## src/rtl/coalesced_hash_table_macros.svh

```systemverilog
// assertion macros shared by the hash table rtl
`ifndef COALESCED_HASH_TABLE_MACROS_SVH
`define COALESCED_HASH_TABLE_MACROS_SVH

// checked on every clock edge outside reset
`define CHT_CHECK(lbl, prop, msg) \
  lbl: assert property (@(posedge clk_i) disable iff (!rst_ni) prop) else $error(msg);

// checked on every clock edge, reset included
`define CHT_CHECK_ALWAYS(lbl, prop, msg) \
  lbl: assert property (@(posedge clk_i) prop) else $error(msg);

`endif

```

## src/rtl/cht_pkg.sv

```systemverilog
// shared types and constants of the coalesced hash table
package cht_pkg;

  localparam int unsigned KEY_W         = 31;
  localparam int unsigned STATUS_W      = 3;
  localparam int unsigned SLOT_W        = 7;
  localparam int unsigned CFG_W         = 8;
  localparam int unsigned DEFAULT_DEPTH = 128;
  localparam logic [CFG_W-1:0] CFG_RESET = 8'd128;

  typedef enum logic {
    CMD_INSERT = 1'b0,
    CMD_LOOKUP = 1'b1
  } cmd_e;

  typedef enum logic [STATUS_W-1:0] {
    ST_INSERTED  = 3'd0,
    ST_DUPLICATE = 3'd1,
    ST_FULL      = 3'd2,
    ST_FOUND     = 3'd3,
    ST_NOT_FOUND = 3'd4
  } status_e;

  typedef struct packed {
    cmd_e             cmd;
    logic [KEY_W-1:0] key;
  } req_t;

  typedef struct packed {
    status_e           status;
    logic [SLOT_W-1:0] slot;
  } rsp_t;

endpackage

```

## src/rtl/cht_modulo.sv

```systemverilog
// bit-serial restoring remainder of a key by the table size
module cht_modulo #(
  parameter int unsigned DW = 8
) (
  input  logic                        clk_i,
  input  logic                        rst_ni,
  input  logic                        start_i,
  input  logic [cht_pkg::KEY_W-1:0]   dividend_i,
  input  logic [DW-1:0]               divisor_i,
  output logic                        done_o,
  output logic [DW-1:0]               rem_o
);

  localparam int unsigned CNT_W = $clog2(cht_pkg::KEY_W + 1);

  logic                        busy_q, busy_d;
  logic                        done_q, done_d;
  logic [CNT_W-1:0]            cnt_q, cnt_d;
  logic [cht_pkg::KEY_W-1:0]   shr_q, shr_d;
  logic [DW-1:0]               rem_q, rem_d;
  logic [DW-1:0]               div_q, div_d;
  logic [DW:0]                 trial;

  assign trial = {rem_q, shr_q[cht_pkg::KEY_W-1]};

  always_comb begin
    busy_d = busy_q;
    done_d = 1'b0;
    cnt_d  = cnt_q;
    shr_d  = shr_q;
    rem_d  = rem_q;
    div_d  = div_q;
    if (start_i) begin
      busy_d = 1'b1;
      cnt_d  = CNT_W'(cht_pkg::KEY_W);
      shr_d  = dividend_i;
      rem_d  = '0;
      div_d  = divisor_i;
    end else if (busy_q) begin
      // one quotient bit per cycle, msb first
      if (trial >= {1'b0, div_q}) begin
        rem_d = DW'(trial - {1'b0, div_q});
      end else begin
        rem_d = trial[DW-1:0];
      end
      shr_d = {shr_q[cht_pkg::KEY_W-2:0], 1'b0};
      cnt_d = cnt_q - CNT_W'(1);
      if (cnt_q == CNT_W'(1)) begin
        busy_d = 1'b0;
        done_d = 1'b1;
      end
    end
  end

  always_ff @(posedge clk_i or negedge rst_ni) begin
    if (!rst_ni) begin
      busy_q <= 1'b0;
      done_q <= 1'b0;
      cnt_q  <= '0;
    end else begin
      busy_q <= busy_d;
      done_q <= done_d;
      cnt_q  <= cnt_d;
    end
  end

  always_ff @(posedge clk_i) begin
    shr_q <= shr_d;
    rem_q <= rem_d;
    div_q <= div_d;
  end

  assign done_o = done_q;
  assign rem_o  = rem_q;

endmodule

```

## config.mk

```make
export PLATFORM = sky130hd
export DESIGN_NAME = cht_modulo
export DESIGN_NICKNAME = d
export VERILOG_FILES = /design/src/rtl/coalesced_hash_table_macros.svh /design/src/rtl/cht_pkg.sv /design/src/rtl/cht_modulo.sv
export SDC_FILE = /design/constraint.sdc
export NUM_CORES = 1
export LEC_CHECK = 0
export ABC_AREA = 1
export BUFFER_PORTS_ARGS = -buffer_cell sky130_fd_sc_hd__buf_2
export CORE_MARGIN = 2
export CORE_UTILIZATION = 59
export CTS_CLUSTER_DIAMETER = 50
export DETAILED_ROUTE_END_ITERATION = 12
export GPL_TIMING_DRIVEN = 1
export PLACE_DENSITY = 0.84
export SLEW_MARGIN = 40
export SYNTH_ARGS = -nofsm -noshare
export SYNTH_HDL_FRONTEND = slang
export SYNTH_SLANG_ARGS = --single-unit
```

## constraint.sdc

```tcl
create_clock -name clk_i -period 3.4 [get_ports clk_i]
set_input_delay 0.51 -clock clk_i [delete_from_list [all_inputs] [get_ports clk_i]]
set_output_delay 0.51 -clock clk_i [all_outputs]
set_load 0.05 [all_outputs]
```

==> results_dict.tcl <==
set metrics [dict create \
    numPortBuffers 50 \
    drv_slew 0 \
    synth_edf_count 39 \
    slew_headroom_pct 57.60 \
    cts_root_buf "clkbuf_8" \
    clock_skew_ns 0.007366 \
    drtIter0Drc 156 \
    cts_buffers 5 \
    critPathLaunchType "flip-flop" \
    worst_slack_ns 1.577 \
    area_growth_pct 14.01 \
    grt_pass1_wl_um 9473 \
    ir_drop_mv 0.3107 \
    critPathMaxFanout 2 \
    layout_common_cells "nand2_1, buf_2, edfxtp_1, inv_1, nand3_1" \
    synth_cell_types 28 \
    p_leak_uw 0.001625 \
    grt_max_degree 46 \
    worst_skew_pair.late_latency_ns 0.31 \
    cap_violations 0 \
    grt_pass1_vias 2079 \
    fp.dieW_um 72.28 \
    worst_slew_pin_slew_ns 0.6351 \
    finalSetupTns_ns 0 \
    criticalPathCategory "reg2reg" \
    diodes 0 \
    routedWlPerCell_um 12.90 \
    final_common_cell "nand2_1" \
    place_inst 413 \
    dieArea_um2 5224 \
    post_cts_buffers 0 \
    antenna_found_initial 0 \
    cp_slowest_stage_delay_ns 0.41 \
    crit_top_cell "nand2_1" \
    min_period_ns 1.823 \
    drtAntennaViolNets 0 \
    finalNonFillerCells 421 \
    tritoncts "built" \
    first_pass_iters 4 \
    wl_um 5430 \
    outcome "finished, final reports clean" \
    initial_utilization_pct 62.30 \
    critical_path_buf_inv_count 0 \
    path_delay_family "adder cells" \
    overflow 0 \
    ys_ff_latch 54 \
    rows 24 \
    endpoint_kind "flip-flop" \
    place_ws_ns 1.328 \
    yosysTopAreaCellShare_pct 42.58 \
    grt.total_usage_pct 23.47 \
    synth-async-reset-ratio_pct 12.96 \
    drive_gt1_share_pct 19.78 \
    timing.fmax_mhz 548.4 \
    rsz0062_at_grt "no" \
    hold_slack_ns 0.01371 \
    drc 0 \
    place_congestion 0.8635 \
    crit_arrival_ns 2.02 \
    syn_avg_cell_area_um2 8.676 \
    slowest_stage "fa_1" \
    finalCritPeriodShare_pct 53.63 \
    nets 421 \
    cts.clk_slew.worst_paths_ns 0.10 \
    yosys-top-cells-area "edfxtp_1, nand2_1, dfrtp_1" \
    worstPathCellList "ha_1 -> fa_1 -> nor2_1 -> o21ai_1 -> nand2_1 -> nand2_1 -> nand2_1 -> nand2_1 -> nand3_1 -> nand2_1" \
    via_per_inst 5.135 \
    hp-class "in2async" \
    clock_sinks 54 \
    core_area_um2 4414 \
    ios 51 \
    power_density_nw_per_um2 675.5 \
    synth_area_leader_cell "edfxtp_1" \
    dpl.hpwl_um 3871 \
    synth_cells 317 \
    finalSetupViolCount 0 \
    ys_seq_area_share_pct 54.78 \
    die_y_um 72.28 \
    synth-main-ff-cell "edfxtp_1" \
    cts_resized 0 \
    synth_area_um2 2750 \
    critical_path_required_ns 3.60 \
    synth_fp_nets 370 \
    hold_viol 0 \
    htreeDepth 2 \
    ctsLongestPathBuffers 2 \
    vias 2162 \
    hold_buffers 0 \
    synth_warnings 0 \
]
[cells in the mapped netlist, types with 2 or more instances]
master,instances
inv_2,2
inv_1,29
edfxtp_1,39
dfrtp_1,7
nand4_1,3
nor2_2,3
or2_1,2
dfxtp_1,8
o21ai_0,4
nand3_2,2
clkbuf_1,7
ha_1,10
nor2_1,14
xor2_1,3
nand3b_1,7
nand2_1,147
nand3_1,15
a21oi_1,5
[worst paths after layout]
| check | from | endpoint | slack (ns) | cells past startpoint |
|---|---|---|---|---|
| setup / recovery | div_q[0] | rem_o[6] | 1.58 | 10 |
| hold / removal | rst_ni | cnt_q[4] | 0.01 | 1 |
| setup reg to reg | div_q[0] | rem_o[6] | 1.58 | 10 |
| hold reg to reg | rem_o[4] | rem_o[4] | 0.50 | 2 |
| max in group asynchronous | rst_ni | cnt_q[0] | 3.23 | 1 |
| min in group clk_i | divisor_i[6] | div_q[6] | 0.37 | 1 |
[sequential cells by signal (all words and copies together), names as in the netlist]
name and count:
shr_q 31, div_q 8, done_o 1, cnt_q 5, busy_q 1, rem_o 8
[area by class of cell]
cell class	count	area [um2]
Clock buffer	6	72.57
Clock inverter	2	13.76
Multi-Input combinational cell	224	1096
Inverter	31	116.4
Fill cell	363	1279
Sequential cell	54	1506
Timing Repair Buffer	52	265.3
Tap cell	52	65.06
[kinds of logic after synthesis]
kind of cell | count (synthesis) | synth area share [%]
AOI/OAI and AO/OA | 12 | 2.411
xor gates and xnor gates | 3 | 0.9556
adders and majority gates | 11 | 5.278
buffers and inverters | 39 | 5.368
DFF | 54 | 54.78
and+or+nand+nor | 198 | 31.21
[report_power, final]
part | internal (uW) | switching [uW]
combinational | 301 | 593
sequential | 800 | 63.5
clock | 147 | 213
total | 1250 | 870
[per-stage QoR]
stage | utilization [%] | total power (uW) | cell area [um2]
after floorplan | - | 1559 | 2750
after global placement | 69.08 | 1733 | 3049
after detailed placement | 69.08 | 1758 | 3049
after CTS | 71.03 | 2117 | 3136
after global routing | 71.03 | 2261 | 3136
final | 71.03 | 2118 | 3136
[worst reg2reg max path, cell delays in order, from the launching register on]
cell	delay, ns
edfxtp_1	0.39
ha_1	0.22
fa_1	0.41
nor2_1	0.18
o21ai_1	0.10
nand2_1	0.06
nand2_1	0.05
nand2_1	0.06
nand2_1	0.05
nand3_1	0.09
nand2_1	0.09
[layer usage]
metal | wire length (um) | GRT usage, % | share of wire, % | vias up
met5 | 0 | 0 | 0 | -
met4 | 77 | 8.386 | 1.4 | 0
met3 | 306 | 5.417 | 5.6 | 11
met2 | 2565 | 35.27 | 47 | 65
met1 | 2481 | 33.71 | 46 | 972
li1 | - | - | - | 1114
(Power assumes the default switching activity.)
